## config.mk

```make
export PLATFORM = sky130hd
export DESIGN_NAME = sstc_mul
export DESIGN_NICKNAME = d
export VERILOG_FILES = /design/src/rtl/sstc_pkg.sv /design/src/rtl/sstc_mul.sv
export SDC_FILE = /design/constraint.sdc
export NUM_CORES = 2
export LEC_CHECK = 0
export ABC_AREA = 1
export BUFFER_PORTS_ARGS = -buffer_cell sky130_fd_sc_hd__buf_4
export CAP_MARGIN = 20
export CORE_ASPECT_RATIO = 1.2
export CORE_MARGIN = 2
export CORE_UTILIZATION = 34
export CTS_CLUSTER_DIAMETER = 60
export DETAILED_ROUTE_END_ITERATION = 12
export PLACE_DENSITY_LB_ADDON = 0.08
export SYNTH_ARGS = -nofsm -noshare
export SYNTH_HDL_FRONTEND = slang
export SYNTH_SLANG_ARGS = --single-unit
```

## constraint.sdc

```tcl
create_clock -name clk_i -period 4.35 [get_ports clk_i]
set_input_delay 1.305 -clock clk_i [delete_from_list [all_inputs] [get_ports clk_i]]
set_output_delay 1.305 -clock clk_i [all_outputs]
set_load 0.02 [all_outputs]
```

## src/rtl/sstc_pkg.sv

```systemverilog
// Shared widths and constants for the sample set time/allocation correlation block.
`timescale 1ns / 1ps
package sstc_pkg;

  // Largest number of samples kept in one set.
  localparam int MAX_SAMPLES = 1024;

  // Field widths.
  localparam int TW  = 40;
  localparam int AKW = 32;
  localparam int UKW = 32;
  localparam int MW  = 48;
  localparam int RW  = 16;
  localparam int EW  = 32;

  // Index and count widths.
  localparam int IW = $clog2(MAX_SAMPLES);
  localparam int CW = $clog2(MAX_SAMPLES + 1);

  // Running totals.
  localparam int ATW = AKW + CW;
  localparam int TTW = TW + CW;

  // Scaled samples n*x and their deviations.
  localparam int NXW = TW + CW;
  localparam int NAW = AKW + CW;

  // Second pass accumulators.
  localparam int POSW = NXW + NAW + CW;
  localparam int STTW = 2 * NXW + CW;
  localparam int SAAW = 2 * NAW + CW;
  localparam int RHW  = STTW + SAAW;
  localparam int LHW  = 2 * POSW + 30;

  // Serial multiplier operand and product widths.
  localparam int BW = POSW;
  localparam int PW = ((RHW + 32) > LHW ? (RHW + 32) : LHW) + 1;

  // Shared divider widths.
  localparam int DNW = ATW + 16;
  localparam int DVW = ATW;

endpackage

```

## src/rtl/sstc_mul.sv

```systemverilog
// Shift-and-add multiplier that retires one multiplier bit per cycle.
`timescale 1ns / 1ps
module sstc_mul (
  input  logic                   clk_i,
  input  logic                   rst_ni,
  input  logic                   start_i,
  input  logic [sstc_pkg::PW-1:0] a_i,
  input  logic [sstc_pkg::BW-1:0] b_i,
  output logic                   done_o,
  output logic [sstc_pkg::PW-1:0] prod_o
);
  import sstc_pkg::*;

  logic          run_q;
  logic [PW-1:0] a_q;
  logic [BW-1:0] b_q;
  logic [PW-1:0] acc_q;

  // The product is complete once no multiplier bits remain.
  assign done_o = run_q && (b_q == '0);
  assign prod_o = acc_q;

  // Add the shifted multiplicand for each set bit, lowest bit first.
  always_ff @(posedge clk_i or negedge rst_ni) begin
    if (!rst_ni) begin
      run_q <= 1'b0;
      a_q   <= '0;
      b_q   <= '0;
      acc_q <= '0;
    end else if (start_i) begin
      run_q <= 1'b1;
      a_q   <= a_i;
      b_q   <= b_i;
      acc_q <= '0;
    end else if (run_q) begin
      if (b_q == '0) begin
        run_q <= 1'b0;
      end else begin
        if (b_q[0]) begin
          acc_q <= acc_q + a_q;
        end
        a_q <= {a_q[PW-2:0], 1'b0};
        b_q <= {1'b0, b_q[BW-1:1]};
      end
    end
  end

endmodule

```

======== Yosys cells after proc, flatten, opt, wreduce, memory -nomap -nowiden ========
Cells that the tools add are included.
word-level totals
  register bits after elaboration ......... 592
  output and inout port bits .............. 244
  logic and storage cells ................. 25
cells by class
  add/sub/neg operators ................... 1
  equal/unequal tests ..................... 1
  multiplexer cells ....................... 13
  reductions and logical operators ........ 6
operator list
  kind                                          count
  243-bit 2-to-1 mux                            7
  105-bit 2-to-1 mux                            3
  243-bit adder                                 1
  105-bit zero test                             1
  2-bit nonzero test                            2
  1-bit 2-to-1 mux                              3
  3-bit AND reduction                           1
  2-bit inequality test, second input constant  1
  2-bit AND reduction                           1
  1-bit logical AND                             1

======== Logic depth before layout (Yosys ltp) ========
  depth in word-level cells ............... 5
  gate-level depth with buffers ........... 18
  mapped depth without buffers ............ 18

======== Worst setup path before layout ========
Ideal clock, no wire load.
  kind .................................... register -> output
  from .................................... register b_q[104]
  to ...................................... output done_o
  arrival ................................. 1.375 ns
  required time ........................... 3.045 ns
  slack ................................... 1.670 ns
  cell stages (with the launch flop) ...... 7
  cell sequence ........................... dfrtp_1 nor4_1 nand3_1 nand3b_1 nor2_1 nand2_1 nor2_1
between the ends
  longest elaborated chain between the ends .. 2
ends and longest elaborated chain
  element                   line            RTL
  start: declaration        sstc_mul.sv:16  logic [BW-1:0] b_q;
  start signal: assignment  sstc_mul.sv:33  b_q <= b_i;
  start signal: assignment  sstc_mul.sv:43  b_q <= {1'b0, b_q[BW-1:1]};
  105-bit zero test         sstc_mul.sv:20  assign done_o = run_q && (b_q == '0);
  1-bit logical AND         sstc_mul.sv:20
  end: declaration          sstc_mul.sv:9   output logic done_o,
No other way between the ends.

======== Final worst setup path ========
  from .................................... register acc_q[172], in the netlist prod_o[172]
  to ...................................... register acc_q[191], in the netlist prod_o[191]
between the ends
  longest elaborated chain between the ends .. 5
ends and longest elaborated chain
  element                   line            RTL
  start: declaration        sstc_mul.sv:17  logic [PW-1:0] acc_q;
  start signal: assignment  sstc_mul.sv:40  acc_q <= acc_q + a_q;
  243-bit adder             sstc_mul.sv:40
  243-bit 2-to-1 mux        sstc_mul.sv:39  if (b_q[0]) begin
  243-bit 2-to-1 mux        sstc_mul.sv:36  if (b_q == '0) begin
  243-bit 2-to-1 mux        sstc_mul.sv:35  end else if (run_q) begin
  243-bit 2-to-1 mux        sstc_mul.sv:30  end else if (start_i) begin
No other way between the ends. The select of a mux whose other input is x is not followed.
A chain may end at the register's enable or synchronous reset.

==> impl_metrics.env <==
export IMPL_status="finished clean"
export IMPL_data_required_critical_path_ps=4970
export IMPL_timing_clock_skew_ps=39.42
export IMPL_combinationalPowerShare_pct=37.5
export IMPL_cp_data_arrival_time_ps=4810
export IMPL_cts_root_to_sink_buffers=3
export IMPL_die_area_mm2=0.1626
export IMPL_syn_num_nets=10424
export IMPL_seq_area_frac_synth_pct=27.33
export IMPL_post_synthesis_area_per_instance_um2=5.514
export IMPL_ys_flop_type="sky130_fd_sc_hd__dfrtp_1"
export IMPL_syn2layout_area_growth_pct=20.31
export IMPL_slew_headroom_pct=26.01
export IMPL_post_drt_wl_per_cell_um=24.95
export IMPL_globalRouteOverflowTotal=0
export IMPL_detail_route_drc_violations=0
export IMPL_worst_setup_path_start_kind="register"
export IMPL_tritoncts_num_buffers=87
export IMPL_totalWireLength_um=317700
export IMPL_io_pins=595
export IMPL_drv_cap=0
export IMPL_netlist_cell_type_count=40
export IMPL_power_total_mw=22.64
export IMPL_crit_path_max_fanout=5
export IMPL_internal_power_mw=12.84
export IMPL_setup_tns_final_ps=0
export IMPL_cts_root_buf="sky130_fd_sc_hd__clkbuf_16"
export IMPL_vias_per_cell=4.977
export IMPL_placement_io_buffers=594
export IMPL_fin_util_pct=41.18
export IMPL_asyncSetResetFlopFracSynth_pct=100.0
export IMPL_syn_instance_count=9830
export IMPL_leakage_nw=38.18
export IMPL_vdd_ir_drop_max_v=0.0004134
export IMPL_groute_usage_overall_pct=38.05
export IMPL_finalCritPeriodShare_pct=96.26
export IMPL_place_hpwl_um=274200
export IMPL_worst_setup_path_end_kind="register"
export IMPL_grt_start_max_net_pins=106
export IMPL_commonest_non_fill_non_tap_cells_in_the_layout="sky130_fd_sc_hd__nand2_1 (4760), sky130_fd_sc_hd__inv_1 (1933), sky130_fd_sc_hd__nor2_1 (835), sky130_fd_sc_hd__buf_4 (777), sky130_fd_sc_hd__dfrtp_1 (592)"
export IMPL_remaining_antenna_violation_count=0
export IMPL_clkLatencyLatePin_ps=760
export IMPL_sequentialPowerShare_pct=29.8
export IMPL_rsz_0062_raised_after_global_routing="no"
export IMPL_r2r_setup_slack_ps=160
export IMPL_slew_viol_final=0
export IMPL_hold_violations=0
export IMPL_p_switching_mw=9.801
export IMPL_layout_cells_most_common="sky130_fd_sc_hd__nand2_1"
export IMPL_ys_ff_latch=592
export IMPL_reg2reg_from="prod_o[172]$_DFFE_PN0P_"
export IMPL_core_area_mm2=0.1584
export IMPL_ctsHoldBuffers=0
export IMPL_timing_setup_critical_path_class="reg -> reg"
export IMPL_firstDrtPassIters=6
export IMPL_setup_viol=0
export IMPL_dp_cells=12562
export IMPL_sw_frac_of_total_pct=43.29
export IMPL_tightestPinTransition_ps=1108
export IMPL_drtIter0Drc=5396
export IMPL_cts_tree="built"
export IMPL_placementRows=160
export IMPL_layout_min_cycle_time_ps=4187
export IMPL_nets=11139
export IMPL_place_congestion=1.051
export IMPL_htree_levels=3
export IMPL_hold_path_startpoint="a_q[37]$_DFFE_PN0P_"
export IMPL_clkPwrFrac_pct=32.7
export IMPL_grt_pass1_wl_um=438100
export IMPL_via_count=63356
export IMPL_drive_gt1_share_pct=9.345
export IMPL_ys_warnings_count=0
export IMPL_initial_core_util_pct=34.23
export IMPL_die_height_um=441.4
export IMPL_synth_edff_count=0
export IMPL_min_path_type="reg -> reg"
export IMPL_final_instance_count_excl_fill=12731
export IMPL_cellPowerDensity_mw_per_mm2=347.2
export IMPL_worst_setup_path_start="prod_o[172]$_DFFE_PN0P_"
export IMPL_die_width_um=368.5
export IMPL_clk_transition_reported_paths_ps=60
export IMPL_clkSinkCount=592
export IMPL_via_count_of_the_first_global_routing_pass=61223
export IMPL_synth_cell_area_mm2=0.05420
export IMPL_number_of_antenna_violations_at_the_first_check_in_global_routing=16
export IMPL_fmax_mhz=238.8
metrics by stage:
stage	setup WS, ps	hold slack (ps)	cell area (um2)
after CTS	166.7	517.2	65180
after detailed placement	172.3	502.0	62210
after global routing	82.90	532.8	65190
after floorplan	1670	463.8	54200
final	162.7	512.8	65210
after global placement	199.8	492.1	62210
kinds of logic (layout without fill, tap and decap cells):
| family | Yosys count | in the layout | share of synthesized area (%) |
|---|---|---|---|
| adders and majority gates | 243 | 243 | 5.623 |
| buffers and inverters | 2118 | 2903 | 15.14 |
| DFF | 592 | 592 | 27.33 |
| xor gates and xnor gates | 30 | 30 | 0.4848 |
| other | 0 | 10 | 0 |
| AOI/OAI and AO/OA | 490 | 490 | 5.182 |
| and+or+nand+nor | 6357 | 6357 | 46.23 |
power groups by stage:
stage,clock network (mW),registers (mW),logic (mW)
detailed placement,0,6.84,8.35
finish,7.40,6.76,8.49
CTS,7.51,6.75,8.39
floorplan,0,6.95,4.17
global route,7.70,6.82,9.12
global placement,0,6.82,8.33
synthesized netlist by cell type, types with 2 or more instances:
cell	count	area share, %
sky130_fd_sc_hd__a21boi_0	4	0.055
sky130_fd_sc_hd__nor3_2	3	0.055
sky130_fd_sc_hd__nor2_2	9	0.10
sky130_fd_sc_hd__xor2_1	28	0.45
sky130_fd_sc_hd__inv_1	1935	13
sky130_fd_sc_hd__and2_1	8	0.092
sky130_fd_sc_hd__nand3_1	557	5.1
sky130_fd_sc_hd__a31oi_1	19	0.22
sky130_fd_sc_hd__nand3b_1	11	0.15
sky130_fd_sc_hd__xnor2_1	2	0.032
sky130_fd_sc_hd__o21a_1	5	0.069
sky130_fd_sc_hd__o21ai_0	82	0.76
sky130_fd_sc_hd__or2_2	16	0.18
sky130_fd_sc_hd__nand3_2	4	0.074
sky130_fd_sc_hd__o211ai_1	87	1.2
sky130_fd_sc_hd__nor3_1	55	0.51
sky130_fd_sc_hd__clkbuf_1	95	0.66
sky130_fd_sc_hd__a21oi_1	194	1.8
sky130_fd_sc_hd__nor2_1	835	5.8
sky130_fd_sc_hd__buf_2	35	0.32
sky130_fd_sc_hd__nand2_1	4760	33
sky130_fd_sc_hd__a21o_1	2	0.028
sky130_fd_sc_hd__nand2_4	2	0.042
sky130_fd_sc_hd__ha_1	242	5.6
sky130_fd_sc_hd__nand4_1	60	0.69
sky130_fd_sc_hd__buf_4	21	0.29
sky130_fd_sc_hd__o21bai_1	33	0.46
sky130_fd_sc_hd__buf_6	18	0.37
sky130_fd_sc_hd__o31ai_1	2	0.028
sky130_fd_sc_hd__nor4_1	26	0.30
sky130_fd_sc_hd__dfrtp_1	592	27
sky130_fd_sc_hd__and3_1	8	0.092
sky130_fd_sc_hd__inv_2	10	0.069
sky130_fd_sc_hd__buf_1	3	0.021
sky130_fd_sc_hd__o21ai_1	62	0.57
worst max-delay path, stage by stage, from the launching register on:
cell and delay, ps:
sky130_fd_sc_hd__dfrtp_1 620, sky130_fd_sc_hd__ha_1 770, sky130_fd_sc_hd__nand2_1 190, sky130_fd_sc_hd__nor2_1 170
sky130_fd_sc_hd__inv_1 70, sky130_fd_sc_hd__nor2_1 190, sky130_fd_sc_hd__nand2_1 160, sky130_fd_sc_hd__nor4_1 840
sky130_fd_sc_hd__buf_4 310, sky130_fd_sc_hd__nand2_1 370, sky130_fd_sc_hd__nand3_1 180, sky130_fd_sc_hd__nand2_1 70
sky130_fd_sc_hd__nand3_1 70, sky130_fd_sc_hd__nand2_1 50
sequential cells by signal (all words and copies together), names as in the netlist:
register  count
prod_o      243
a_q         243
run_q         1
b_q         105
layout make-up:
class	count	area (um2)
Fill cell	17842	93140
Multi-Input combinational cell	7120	31190
Sequential cell	592	14810
Inverter	1946	7325
Timing Repair Buffer	798	6243
Tap cell	2106	2635
Clock buffer	109	2340
Clock inverter	50	630.6
Antenna cell	10	25.02
worst paths after layout:
kind / to / depth (start not counted)
max: prod_o[191]$_DFFE_PN0P_ / 13
min: a_q[37]$_DFFE_PN0P_ / 2
max reg2reg: prod_o[191]$_DFFE_PN0P_ / 13
min reg2reg: a_q[37]$_DFFE_PN0P_ / 2
max in group asynchronous: prod_o[168]$_DFFE_PN0P_ / 2
min in group asynchronous: a_q[40]$_DFFE_PN0P_ / 1
timing repair:
item | in CTS | in global routing
gates resized for setup | 0 | 1
setup endpoints to repair | 0 | 2
hold endpoints to repair | 0 | 0
buffers inserted | 0 | 0
metal layers:
layer	up-vias	track usage, %	part of all wire, %
met3	540	5.825	5.9
met2	2235	63.75	46
li1	30773	-	-
met1	29808	44.92	40
met5	-	0	0
met4	0	26.04	7.8
Note: power is estimated with default switching activity, not from simulation.
