**config.mk**
```make
export PLATFORM = sky130hd
export DESIGN_NAME = sstc_div
export DESIGN_NICKNAME = d
export VERILOG_FILES = /design/src/rtl/sstc_pkg.sv /design/src/rtl/sstc_div.sv
export SDC_FILE = /design/constraint.sdc
export NUM_CORES = 1
export LEC_CHECK = 0
export ABC_AREA = 1
export BUFFER_PORTS_ARGS = -buffer_cell sky130_fd_sc_hd__buf_2
export CORE_ASPECT_RATIO = 1.5
export CORE_MARGIN = 10
export CORE_UTILIZATION = 45
export CTS_BUF_LIST = sky130_fd_sc_hd__clkbuf_16
export CTS_CLUSTER_DIAMETER = 30
export CTS_CLUSTER_SIZE = 10
export DETAILED_ROUTE_END_ITERATION = 12
export PLACE_DENSITY = 0.72
export SKIP_CTS_REPAIR_TIMING = 1
export SYNTH_ARGS = -nofsm -noshare
export SYNTH_HDL_FRONTEND = slang
export SYNTH_SLANG_ARGS = --single-unit
```
**constraint.sdc**
```tcl
create_clock -name clk_i -period 3.37 [get_ports clk_i]
set_clock_uncertainty 0.2 [all_clocks]
set_input_delay 0 -clock clk_i [delete_from_list [all_inputs] [get_ports clk_i]]
set_output_delay 0 -clock clk_i [all_outputs]
set_load 0.01 [all_outputs]
```
**src/rtl/sstc_pkg.sv**
```systemverilog
// Shared widths and constants for the sample set time/allocation correlation block.
`timescale 1ns / 1ps
package sstc_pkg;

  // Largest number of samples kept in one set.
  localparam int MAX_SAMPLES = 1024;

  // Field widths.
  localparam int TW  = 40;
  localparam int AKW = 32;
  localparam int UKW = 32;
  localparam int MW  = 48;
  localparam int RW  = 16;
  localparam int EW  = 32;

  // Index and count widths.
  localparam int IW = $clog2(MAX_SAMPLES);
  localparam int CW = $clog2(MAX_SAMPLES + 1);

  // Running totals.
  localparam int ATW = AKW + CW;
  localparam int TTW = TW + CW;

  // Scaled samples n*x and their deviations.
  localparam int NXW = TW + CW;
  localparam int NAW = AKW + CW;

  // Second pass accumulators.
  localparam int POSW = NXW + NAW + CW;
  localparam int STTW = 2 * NXW + CW;
  localparam int SAAW = 2 * NAW + CW;
  localparam int RHW  = STTW + SAAW;
  localparam int LHW  = 2 * POSW + 30;

  // Serial multiplier operand and product widths.
  localparam int BW = POSW;
  localparam int PW = ((RHW + 32) > LHW ? (RHW + 32) : LHW) + 1;

  // Shared divider widths.
  localparam int DNW = ATW + 16;
  localparam int DVW = ATW;

endpackage

```
**src/rtl/sstc_div.sv**
```systemverilog
// Restoring divider that produces one quotient bit per cycle.
`timescale 1ns / 1ps
module sstc_div (
  input  logic                    clk_i,
  input  logic                    rst_ni,
  input  logic                    start_i,
  input  logic [sstc_pkg::DNW-1:0] dividend_i,
  input  logic [sstc_pkg::DVW-1:0] divisor_i,
  output logic                    done_o,
  output logic [sstc_pkg::DNW-1:0] quot_o
);
  import sstc_pkg::*;

  localparam int KW = $clog2(DNW + 1);

  logic           run_q;
  logic [KW-1:0]  cnt_q;
  logic [DNW-1:0] dvd_q;
  logic [DVW-1:0] rem_q;
  logic [DVW-1:0] dvs_q;
  logic [DVW:0]   rem_sh;
  logic           fits;

  assign rem_sh = {rem_q, dvd_q[DNW-1]};
  assign fits   = rem_sh >= {1'b0, dvs_q};
  assign done_o = run_q && (cnt_q == '0);
  assign quot_o = dvd_q;

  // Shift the dividend out at the top and the quotient bits in at the bottom.
  always_ff @(posedge clk_i or negedge rst_ni) begin
    if (!rst_ni) begin
      run_q <= 1'b0;
      cnt_q <= '0;
      dvd_q <= '0;
      rem_q <= '0;
      dvs_q <= '0;
    end else if (start_i) begin
      run_q <= 1'b1;
      cnt_q <= KW'(DNW);
      dvd_q <= dividend_i;
      rem_q <= '0;
      dvs_q <= divisor_i;
    end else if (run_q) begin
      if (cnt_q == '0) begin
        run_q <= 1'b0;
      end else begin
        cnt_q <= cnt_q - 1'b1;
        // The remainder always stays below the divisor.
        rem_q <= fits ? DVW'(rem_sh - {1'b0, dvs_q}) : rem_sh[DVW-1:0];
        dvd_q <= {dvd_q[DNW-2:0], fits};
      end
    end
  end

endmodule

```
## Yosys cells after proc, flatten, opt, wreduce, memory -nomap -nowiden

Index checks and enable logic that the tools add are counted.
Widths: inputs -> output; s select.

| cells by class | value |
|---|---|
| add/subtract/negate cells | 2 |
| order comparisons | 1 |
| eq/ne operators | 1 |
| multiplexer cells | 13 |
| reduce and logical (&&, ||, !) cells | 4 |

Operators by type and width:

| operator | number |
|---|---|
| $mux 59 | 3 |
| $mux 43 | 4 |
| $ge 44x43->1 | 1 |
| $sub 43x43->43 | 1 |
| $mux 6 | 3 |
| $logic_not 6->1 | 1 |
| $sub 6x1->6 const B | 1 |
| $mux 1 | 3 |
| $ne 2x2->1 const B | 1 |
| $reduce_and 2->1 | 1 |
| $reduce_bool 2->1 | 1 |
| $logic_and 1x1->1 | 1 |

| storage, ports and cells | value |
|---|---|
| bits in registers | 152 |
| bits of input ports | 105 |
| output and inout bits | 60 |
| logic and storage cells | 26 |

## Logic depth before layout (Yosys ltp)

Gate-level depths: netlist of run 1.

| logic depth | value |
|---|---|
| depth in word-level cells | 5 |
| gate-level depth with buffers | 17 |
| depth with buffers taken out | 16 |

## Worst setup path after synthesis of run 1

Ideal clock, no wire load.

| path | value |
|---|---|
| path kind | reg-to-reg |
| start point | register dvd_q[58] (netlist: quot_o[58]) |
| end point | register rem_q[11] |
| library setup time | 0.133 ns |
| arrival time | 2.237 ns |
| slack | 0.799 ns |
| cell stages (with the launch flop) | 17 |
| buffers on the path | 2 |
| period minus slack after synthesis | 2.571 ns |
| cells stage by stage | dfrtp_1 -> inv_1 -> ha_1 -> inv_1 -> fa_1 -> nand3_1 -> nand3_1 -> nand3_1 -> nand3b_1 -> nand2_1 -> nand2_2 -> nand2_2 -> buf_6 -> buf_6 -> nand3_2 -> nand3_1 -> o21ai_0 |

| on the way | value |
|---|---|
| word-level cells in the longest chain between the ends | 5 |
| elaborated cells between the ends (all ways) | 6 |
| classes of those cells | 1 x add/sub; 1 x order compare; 4 x mux |

Ends and longest elaborated chain:

| element | line | source |
|---|---|---|
| start: declaration | sstc_div.sv:18 | `logic [DNW-1:0] dvd_q;` |
| start signal: assignment | sstc_div.sv:40 | `dvd_q <= dividend_i;` |
| start signal: assignment | sstc_div.sv:50 | `dvd_q <= {dvd_q[DNW-2:0], fits};` |
| $sub 43x43->43 / $ge 44x43->1 (equally long branches) | sstc_div.sv:49, sstc_div.sv:25 |  |
| $mux 43 * | sstc_div.sv:49 | `rem_q <= fits ? DVW'(rem_sh - {1'b0, dvs_q}) : rem_sh[DVW-1:0];` |
| $mux 43 * | sstc_div.sv:44 | `if (cnt_q == '0) begin` |
| $mux 43 * | sstc_div.sv:43 | `end else if (run_q) begin` |
| $mux 43 * | sstc_div.sv:37 | `end else if (start_i) begin` |
| end signal: assignment | sstc_div.sv:49 |  |
| end: declaration | sstc_div.sv:19 | `logic [DVW-1:0] rem_q;` |

Mark *: on every way between the ends. The rest lies on a longest branch, timed or not. The select of a mux whose other input is x is not followed.
A chain may end at the register's enable or synchronous reset.

## Worst setup path in the final report of run 1

| path | value |
|---|---|
| start point | register dvd_q[58] (netlist: quot_o[58]) |
| end point | register rem_q[28] |

Same word-level chain as after synthesis.

==> metrics.txt, run 1 <==
status finished with violations; failing checks hold timing; ordered list of cells on the worst path inv_1, ha_1, inv_1, fa_1, nand3_1, nand3_1, nand3_1, nand3b_1, nand2_1, nand2_2, nand2_2, buf_12, nand3b_1, nand3_1, o21ai_1; switching part of the total power 45.0%; hpwl dp 25.1 mm; EDFF count, synth 0; io pins 165; via count a little over 10000; Seq. cell area 3800 um2; Net count, final roughly 1900; global route overflow 0; DRT antenna net count 0; Routed WL 34.4 mm; initial core utilization 45.7%; port bufs 164; TritonCTS Sinks 152; DR iter-0 viols 630; Synth area leader dfrtp_1; CP dominant cell by count nand3_1; vias in the first global route around 10000; Max-slew headroom 45.3%; Setup Crit Path Kind reg -> reg; Core Region between 20000 and 25000 um2; setup TNS 0 ns; Internal approximately 5000 uW; GRT Overall Usage roughly 23%; R2R setup slack 0.25 ns; min Tclk post-route between 3 and 4 ns; fmax 321 MHz; multi-input logic area 5130 um2; slowest stage cell, crit path fa_1; clock share of power 21.9%; Max FO, Critical Path 31; Cell Area, Placed 11300 um2; clock-pin transition on the worst setup and hold timing paths 0.07 ns; die width approximately 140 um; crit-path max cell delay between 0.4 and 0.5 ns; CP Capture Type register; peak supply drop 0.416 mV; GPL Wtd Cong approximately 1.0; Inst Count DP 1880; Layout Cells excl Fill 2018; Seq/Total Area, Yosys 37.3%; Power, Total 9130 uW; Setup violations, final 0; PwrDens 704 nW/um2; final period utilization between 90% and 100%; CTS tree built; Sw Pwr between 4000 and 5000 uW; worst endpoint required time 3.49 ns; FILL cells 2080; largest net degree at the start of global routing 146; chip height 204 um; initial antenna violation count 0; leakage 0.00704 uW; fraction of layout cells with a size suffix above 1 about 15%; drt via density 5.14; top cells by area, synth dfrtp_1 (37%), nand2_1 (19%), inv_1 (9.7%); final instance area 13000 um2; Reg power frac 25.8%; die area 29200 um2; CTS Buffer Depth 2; hold slack -0.00790 ns; Rows 67; RSZ-0062 raised after global routing false; Tightest Pin Transition roughly 0.8 ns; clock root cell clkbuf_16; Max Slew Vio Count 0; reg-to-reg startpoint quot_o[58]; synth-to-layout area growth 27.0%; top_reg_cell synth dfrtp_1; reg2reg end rem_q[28]; Worst-Skew Late Latency 0.45 ns; MaxCap Viol Count 0; antenna cells 0; Final Hold Vio Count 8; syn avg cell area roughly 6.9 um2; most used cells in the layout excluding fill and tap cells nand2_1 (504), inv_1 (264), buf_2 (162); H-tree levels 4; Synth Instances 1474; Yosys top cell area share 37.3%; most common cell after layout, fill and taps aside nand2_1; total CTS buffers 17; 1st-pass router iterations 6; # DRC 0; Yosys cell types 35; first-pass GRT wire length between 50 and 60 mm; R2R cell count 15; Combinational Power Share a little over half; Worst Setup Start Kind register; CP Data Arrival Time 3.24 ns; Syn. warnings 0; HP Class in -> async; Synthesized Nets approximately 1600; Mapped Area 10200 um2; drt wl/cell 17.0 um; Yosys reg bits 152; async set or reset register ratio after synthesis 100%
cell families after synthesis:
family          after synthesis  synth area share, %
simple gates                746                 31.2
buf+inv                     321                 12.5
compound gates              186                 11.3
flops                       152                 37.3
fa+ha+maj                    46                 5.72
xor+xnor                     23                 1.98
Yosys cell counts, types with 5 or more instances:
cell type  instances
o211ai_1          15
nor2_1            72
dfrtp_1          152
nor2_2             8
xnor2_1           23
buf_6              6
a21oi_1           39
inv_2             10
buf_1              5
nand3b_1          11
buf_2              5
inv_1            263
o21bai_1          11
ha_1              45
nand4_1            5
o221ai_1          38
nand2_1          504
nand3b_2           6
nand3_1          114
o21ai_1           18
clkbuf_1          28
nand2_2            5
o21ai_0           60
nand3_2           13
registers in the layout (all words and copies together), names as in the netlist:
name and cells:
quot_o 59, dvs_q 43, rem_q 43, cnt_q 6
run_q 1
how the worst max path moves through the flow:
stage	startpoint	end	slack (ns)	cells after the start
final	quot_o[58]	rem_q[28]	0.25	15
after detailed placement	quot_o[58]	rem_q[28]	0.29	15
after CTS	quot_o[58]	rem_q[28]	0.29	15
after global routing	quot_o[58]	rem_q[28]	0.1	15
after floorplan	quot_o[58]	rem_q[11]	0.80	16
after global placement	quot_o[58]	rem_q[28]	0.38	15
power groups by stage:
| stage | logic [uW] | clock network, uW | registers [uW] |
|---|---|---|---|
| 3_3_place_gp | 4570 | 0 | 2370 |
| 5_1_grt | 5330 | 2090 | 2400 |
| 3_5_place_dp | 4610 | 0 | 2380 |
| 6_report | 4770 | 2000 | 2360 |
| 2_1_floorplan | 3350 | 0 | 2370 |
| 4_1_cts | 4640 | 2030 | 2360 |
per-stage QoR:
step                      worst slack (ns)  util, %
final                                0.253     58.1
after detailed placement             0.289     50.6
after floorplan                      0.799        -
after global routing                0.0995     58.1
after CTS                            0.292     53.3
after global placement               0.379     50.6
routing by layer:
metal / global-route usage (%) / vias up / wire length, um
met4: 12.7 / 0 / 1810
li1: - / 5144 / -
met5: 0 / - / 0
met2: 41.5 / 340 / 18200
met1: 22.6 / 4799 / 12500
met3: 5.12 / 98 / 1890
layout make-up:
cell class	instances	share of cell area, %
inverters	273	7.91
repair buffers	284	15.8
multi-input cells	1001	39.6
flip-flops and latches	152	29.4
clock inverters	15	1.35
clock buffers	17	3.28
well taps	276	2.67
critical path, delay by kind of cell (launching register included):
family                   cells  cell delay, ns
AO/OA/AOI/OAI                1            0.08
adder cells (fa/ha/maj)      2            0.58
buffers and inverters        3            0.42
flip-flops                   1            0.38
AND/OR/NAND/NOR              9            1.34
(Power assumes the default switching activity.)
==> run 2: changes to the inputs <==
Settings changed: ABC_AREA 1 to default, CORE_UTILIZATION 45 to 30, PLACE_DENSITY 0.72 to 0.54.
==> metrics.txt, run 2 <==
most common cell after layout, fill and taps aside nand2_1; final period utilization 94.9% (+2.4 points); max reg flops 59 (unchanged); drt via density 4.81 (-6.6%); Power, Total 7870 uW (-14%); TritonCTS Sinks 152 (unchanged); peak supply drop 0.526 mV (+26%); final core occ 41.5% (-17 points); Net count, final 1516 (-19%); drt wl/cell 15.8 um (-7.3%); CP Capture Type register; HP Class in -> reg; # DRC 0 (unchanged); die area 38900 um2 (+33%); Max FO, Critical Path 8 (-74%); Worst Setup Slack, final 0.173 ns (-0.0794 ns); Synth area leader dfrtp_1; CTS tree built; leakage 0.00628 uW (-11%); top-count cell post-synth nand2_1; RSZ-0062 raised after global routing false; port bufs 164 (unchanged); clock-pin transition on the worst setup and hold timing paths 0.07 ns (about the same); most used cells in the layout excluding fill and tap cells nand2_1 (173), buf_2 (162), dfrtp_1 (152), dlygate4sd3_1 (152), o21ai_0 (127); vias in the first global route 8308 (-18%); Yosys top cell area share 40.5% (+3.2 points); Mapped Area 9390 um2 (-7.9%); GRT Overall Usage 13.7% (-8.8 points); async set or reset register ratio after synthesis 100% (unchanged); Placement Setup Slack 0.0484 ns (-0.240 ns); PwrDens 613 nW/um2 (-13%); Setup violations, final 0 (unchanged); ordered list of cells on the worst path ha_1, a21o_1, a21o_1, o32ai_2, o21ai_2, a2111oi_4, o31ai_4, nand4_1, mux2_1, a21boi_1; via count 8568 (-17%); crit-path max cell delay 0.50 ns (+0.08 ns); fmax 313 MHz (-2.5%); FILL cells 3026 (+45%); global route overflow 0 (unchanged); Seq. cell area 3800 um2 (unchanged); Core Region 30900 um2 (+39%); Yosys cell types 63 (+80%); min Tclk post-route 3.20 ns (+0.0794 ns); DRT antenna net count 0 (unchanged); fraction of layout cells with a size suffix above 1 18.1% (+3.5 points); Rows 79 (+18%); multi-input logic area 5120 um2 (-0.22%); io pins 165 (unchanged); CP dominant cell by count a21o_1; 1st-pass router iterations 5 (-1); DR iter-0 viols 472 (-25%); Final Hold Vio Count 0 (-8); Max Slew Vio Count 0 (unchanged); EDFF count, synth 0 (unchanged); H-tree levels 4 (unchanged); synth-to-layout area growth 36.8%; Worst-Skew Late Latency 0.45 ns (about the same); syn avg cell area 8.79 um2 (+27%); top cells by area, synth dfrtp_1 (40%), mux2i_1 (8.6%), nand2_1 (7.0%); clock root cell clkbuf_16; Cell Area, Placed 10700 um2 (-5.5%); top_reg_cell synth dfrtp_1; setup TNS 0 ns (unchanged); delay-heaviest family, CP compound AO/OA/AOI/OAI gates; Max-slew headroom 45.7% (+0.44 points); antenna cells 0 (unchanged); synth cell count leaders nand2_1 (174), dfrtp_1 (152), o21ai_0 (127); worst endpoint required time 3.55 ns (+0.06 ns); Synthesized Nets 1220 (-25%); CP bufs+invs 0 (-3); hpwl dp 19.5 mm (-22%); largest net degree at the start of global routing 149 (+2.1%); initial core utilization 30.4% (-15 points); Syn. warnings 0 (unchanged); die width 164 um (+15%); CTS Buffer Depth 2 (unchanged); final instance area 12800 um2 (-0.82%); Worst Setup Start Kind register; Tightest Pin Transition 0.814 ns (-0.00548 ns); Seq/Total Area, Yosys 40.5% (+3.2 points); Synth Instances 1069 (-27%); chip height 237 um (+16%); initial antenna violation count 0 (unchanged); Routed WL 28.2 mm (-18%); status finished clean; MaxCap Viol Count 0 (unchanged); Setup Crit Path Kind reg -> reg; CP Data Arrival Time 3.38 ns (+0.14 ns); GPL Wtd Cong 0.865 (-16%); first-pass GRT wire length 43.1 mm (-17%); Yosys reg bits 152 (unchanged); total CTS buffers 17 (unchanged); slowest stage cell, crit path a2111oi_4
run 2: cell count changes after synthesis, moves of 15 or more:
cell      previous run  this run
a21oi_1             39        69
o221ai_1            38         2
mux2i_1              0        81
o21ai_0             60       127
nand2_1            504       174
clkbuf_1            28        43
a211oi_1             0        24
inv_1              263        58
nand3_1            114        15
xor2_1               0        17
run 2: cell type report:
type                    count  area share (%)
multi-input cells         794            39.9
well taps                 405            3.94
clock inverters            15            1.18
repair buffers            342            20.4
inverters                  58            1.69
clock buffers              17            3.31
flip-flops and latches    152            29.6
run 2: logic make-up (layout without fill, tap and decap cells):
kind of cell | count (synthesis) | count (layout) | synth area share, %
xor+xnor | 39 | 39 | 3.64
simple gates | 307 | 307 | 14.2
flops | 152 | 152 | 40.5
fa+ha+maj | 46 | 46 | 6.21
buf+inv | 124 | 432 | 5.50
compound gates | 313 | 314 | 20.5
mux | 88 | 88 | 9.51
run 2: final timing paths:
kind / from / to / slack (ns) / depth (start not counted)
min in group asynchronous: rst_ni / quot_o[46] / 0.50 / 4
worst max register to register: rem_q[10] / rem_q[42] / 0.17 / 10
worst min register to register: rem_q[24] / rem_q[24] / 0.32 / 2
worst min-delay path: dividend_i[19] / quot_o[19] / 0.1 / 4
max in group asynchronous: rst_ni / quot_o[13] / 2.18 / 4
worst max-delay path: rem_q[10] / rem_q[42] / 0.17 / 10
run 2: metal layers:
layer / track usage [%] / vias to the layer above / part of all wire [%]
met3: 4.50 / 37 / 5.4
met2: 23.3 / 156 / 52
li1: - / 4319 / -
met4: 4.63 / 0 / 2.0
met1: 15.7 / 4056 / 41
met5: 0 / - / 0
run 2: worst min-delay path, cell delays in order:
cell	delay, ns
dlygate4sd3_1	0.52
buf_2	0.09
nand2_1	0.04
o21ai_0	0.05
run 2: stage by stage:
step	cells	hold slack, ns
after global routing	1783	0.0968
after floorplan	1069	-0.496
after detailed placement	1596	-0.180
after global placement	1596	-0.184
after CTS	1628	-0.678
final	1783	0.0998
run 2: power by group:
group / total [uW] / switching (uW) / internal [uW] / leakage, uW
Combinational: 3640 / 2010 / 1630 / 0.00411
Clock: 1920 / 828 / 1090 / 0.000279
Sequential: 2310 / 210 / 2100 / 0.00188
Total: 7870 / 3050 / 4820 / 0.00628
==> run 3: changes to the inputs <==
Clock period 3.37 ns to 4.09 ns, I/O delays scaled along.
==> metrics.txt, run 3 (synthesis gave the netlist of run 2 again) <==
status finished with violations; failing checks hold timing; CP Data Arrival Time 3.56 ns (+0.18 ns); Tightest Pin Transition 0.843 ns (+0.0289 ns); vias in the first global route 8396 (+1.1%); drt via density 4.87 (+1.4%); GRT Overall Usage 14.0% (+0.26 points); MaxCap Viol Count 0 (unchanged); FILL cells 3024 (-0.066%); clock-pin transition on the worst setup and hold timing paths 0.06 ns (about the same); GPL Wtd Cong 0.886 (+2.5%); CP dominant cell by count inv_1; DR iter-0 viols 393 (-17%); Rows 79 (unchanged); leakage 0.00624 uW (-0.53%); largest net degree at the start of global routing 96 (-36%); most common cell after layout, fill and taps aside nand2_1; fmax 295 MHz (-5.6%); PwrDens 514 nW/um2 (-16%); max reg flops 59 (unchanged); H-tree levels 4 (unchanged); total CTS buffers 17 (unchanged); port bufs 164 (unchanged); chip height 237 um (unchanged); slowest stage cell, crit path a2111oi_4; worst endpoint required time 4.26 ns (+0.71 ns); DRT antenna net count 0 (unchanged); 1st-pass router iterations 4 (-1); hpwl dp 19.1 mm (-1.9%); Max Slew Vio Count 0 (unchanged); fraction of layout cells with a size suffix above 1 16.4% (-1.7 points); io pins 165 (unchanged); synth-to-layout area growth 35.5%; Net count, final 1504 (-0.79%); hold slack -0.0493 ns (-0.149 ns); global route overflow 0 (unchanged); Setup Crit Path Kind reg -> reg; die area 38900 um2 (unchanged); beginning of the critical path quot_o[58]; die width 164 um (unchanged); min Tclk post-route 3.39 ns (+0.190 ns); reg-to-reg startpoint quot_o[58]; Setup violations, final 0 (unchanged); Final Hold Vio Count 37 (+37); setup TNS 0 ns (unchanged); drt wl/cell 16.0 um (+1.2%); Max-slew headroom 43.8% (-1.9 points); clock root cell clkbuf_16; Core Region 30900 um2 (unchanged); HP Class in -> async; Power, Total 6540 uW (-17%); most used cells in the layout excluding fill and tap cells nand2_1 (174), buf_2 (162), dlygate4sd3_1 (157); Worst Setup Start Kind register; via count 8627 (+0.69%); final period utilization 82.8% (-12 points); initial antenna violation count 0 (unchanged); antenna cells 0 (unchanged); CTS Buffer Depth 2 (unchanged); CP Capture Type register; TritonCTS Sinks 152 (unchanged); Max FO, Critical Path 3 (-5); # DRC 0 (unchanged); Worst-Skew Late Latency 0.45 ns (about the same); ordered list of cells on the worst path inv_1, ha_1, inv_1, fa_1, a21oi_1, o2bb2ai_1, o31ai_2, o21ai_2, a2111oi_4, o31ai_4, nand4_1, mux2_1, a21boi_1; crit-path max cell delay 0.46 ns (-0.04 ns); Routed WL 28.3 mm (+0.42%); RSZ-0062 raised after global routing false; peak supply drop 0.375 mV (-29%); first-pass GRT wire length 44.2 mm (+2.7%); CTS tree built; initial core utilization 30.4% (unchanged)
## run 3: changes by cell type in the layout (fill, tap and decap cells not counted), moves of 2 or more
cell	delta
buf_12	-3
bufinv_16	+3
ha_1	+3
ha_2	-3
inv_6	-3
buf_4	-12
clkinv_1	-2
dlygate4sd3_1	+5
## run 3: metal layers
metal | part of all wire (%) | global-route usage, % | up-vias
met2 | 51 | 23.6 | 184
met4 | 2.0 | 4.71 | 0
met1 | 41 | 16.0 | 4111
met3 | 5.6 | 4.83 | 34
li1 | - | - | 4298
met5 | 0 | 0 | -
## run 3: area by class of cell
class / instances / area [um2] / area share, %
multi-input combinational: 793 / 5080 / 39.9
sequential: 152 / 3800 / 29.9
timing repair buffer: 331 / 2490 / 19.6
tap: 405 / 507 / 3.98
clock buffer: 17 / 425 / 3.34
inverter: 58 / 218 / 1.71
clock inverter: 14 / 208 / 1.63
## run 3: metrics by stage
step                      hold slack [ns]  area (um2)  instances  util (%)  setup WS (ns)
after global routing               0.0154       12700       1770      41.1          0.450
after CTS                          -0.601       11200       1613      36.1          0.660
after global placement             -0.104       10500       1582      34.0          0.736
final                             -0.0493       12700       1770      41.1          0.704
after detailed placement           -0.113       10500       1582      34.0          0.686
after floorplan                    -0.496        9390       1069         -          0.986
## run 3: path summary, 6_finish.rpt
kind                                    to  slack [ns]  cells after the start
min in group clk_i              quot_o[40]        0.10                      4
worst max-delay path             rem_q[42]        0.70                     13
max in group asynchronous        rem_q[34]        2.79                      3
worst min register to register   rem_q[25]        0.32                      2
worst min-delay path            quot_o[47]       -0.05                      2
worst max register to register   rem_q[42]        0.70                     13
## run 3: power breakdown
part           internal (uW)  switching, uW  leakage, uW
logic                   1250           1640      0.00405
registers               1730            173      0.00188
clock network           1070            669     0.000309
## run 3: worst max-delay path: cells and delay by family (launching register included)
kind	cells	cell delay, ns
compound gates	7	1.57
fa+ha+maj	2	0.56
buf+inv	2	0.14
flops	1	0.39
mux	1	0.32
simple gates	1	0.12
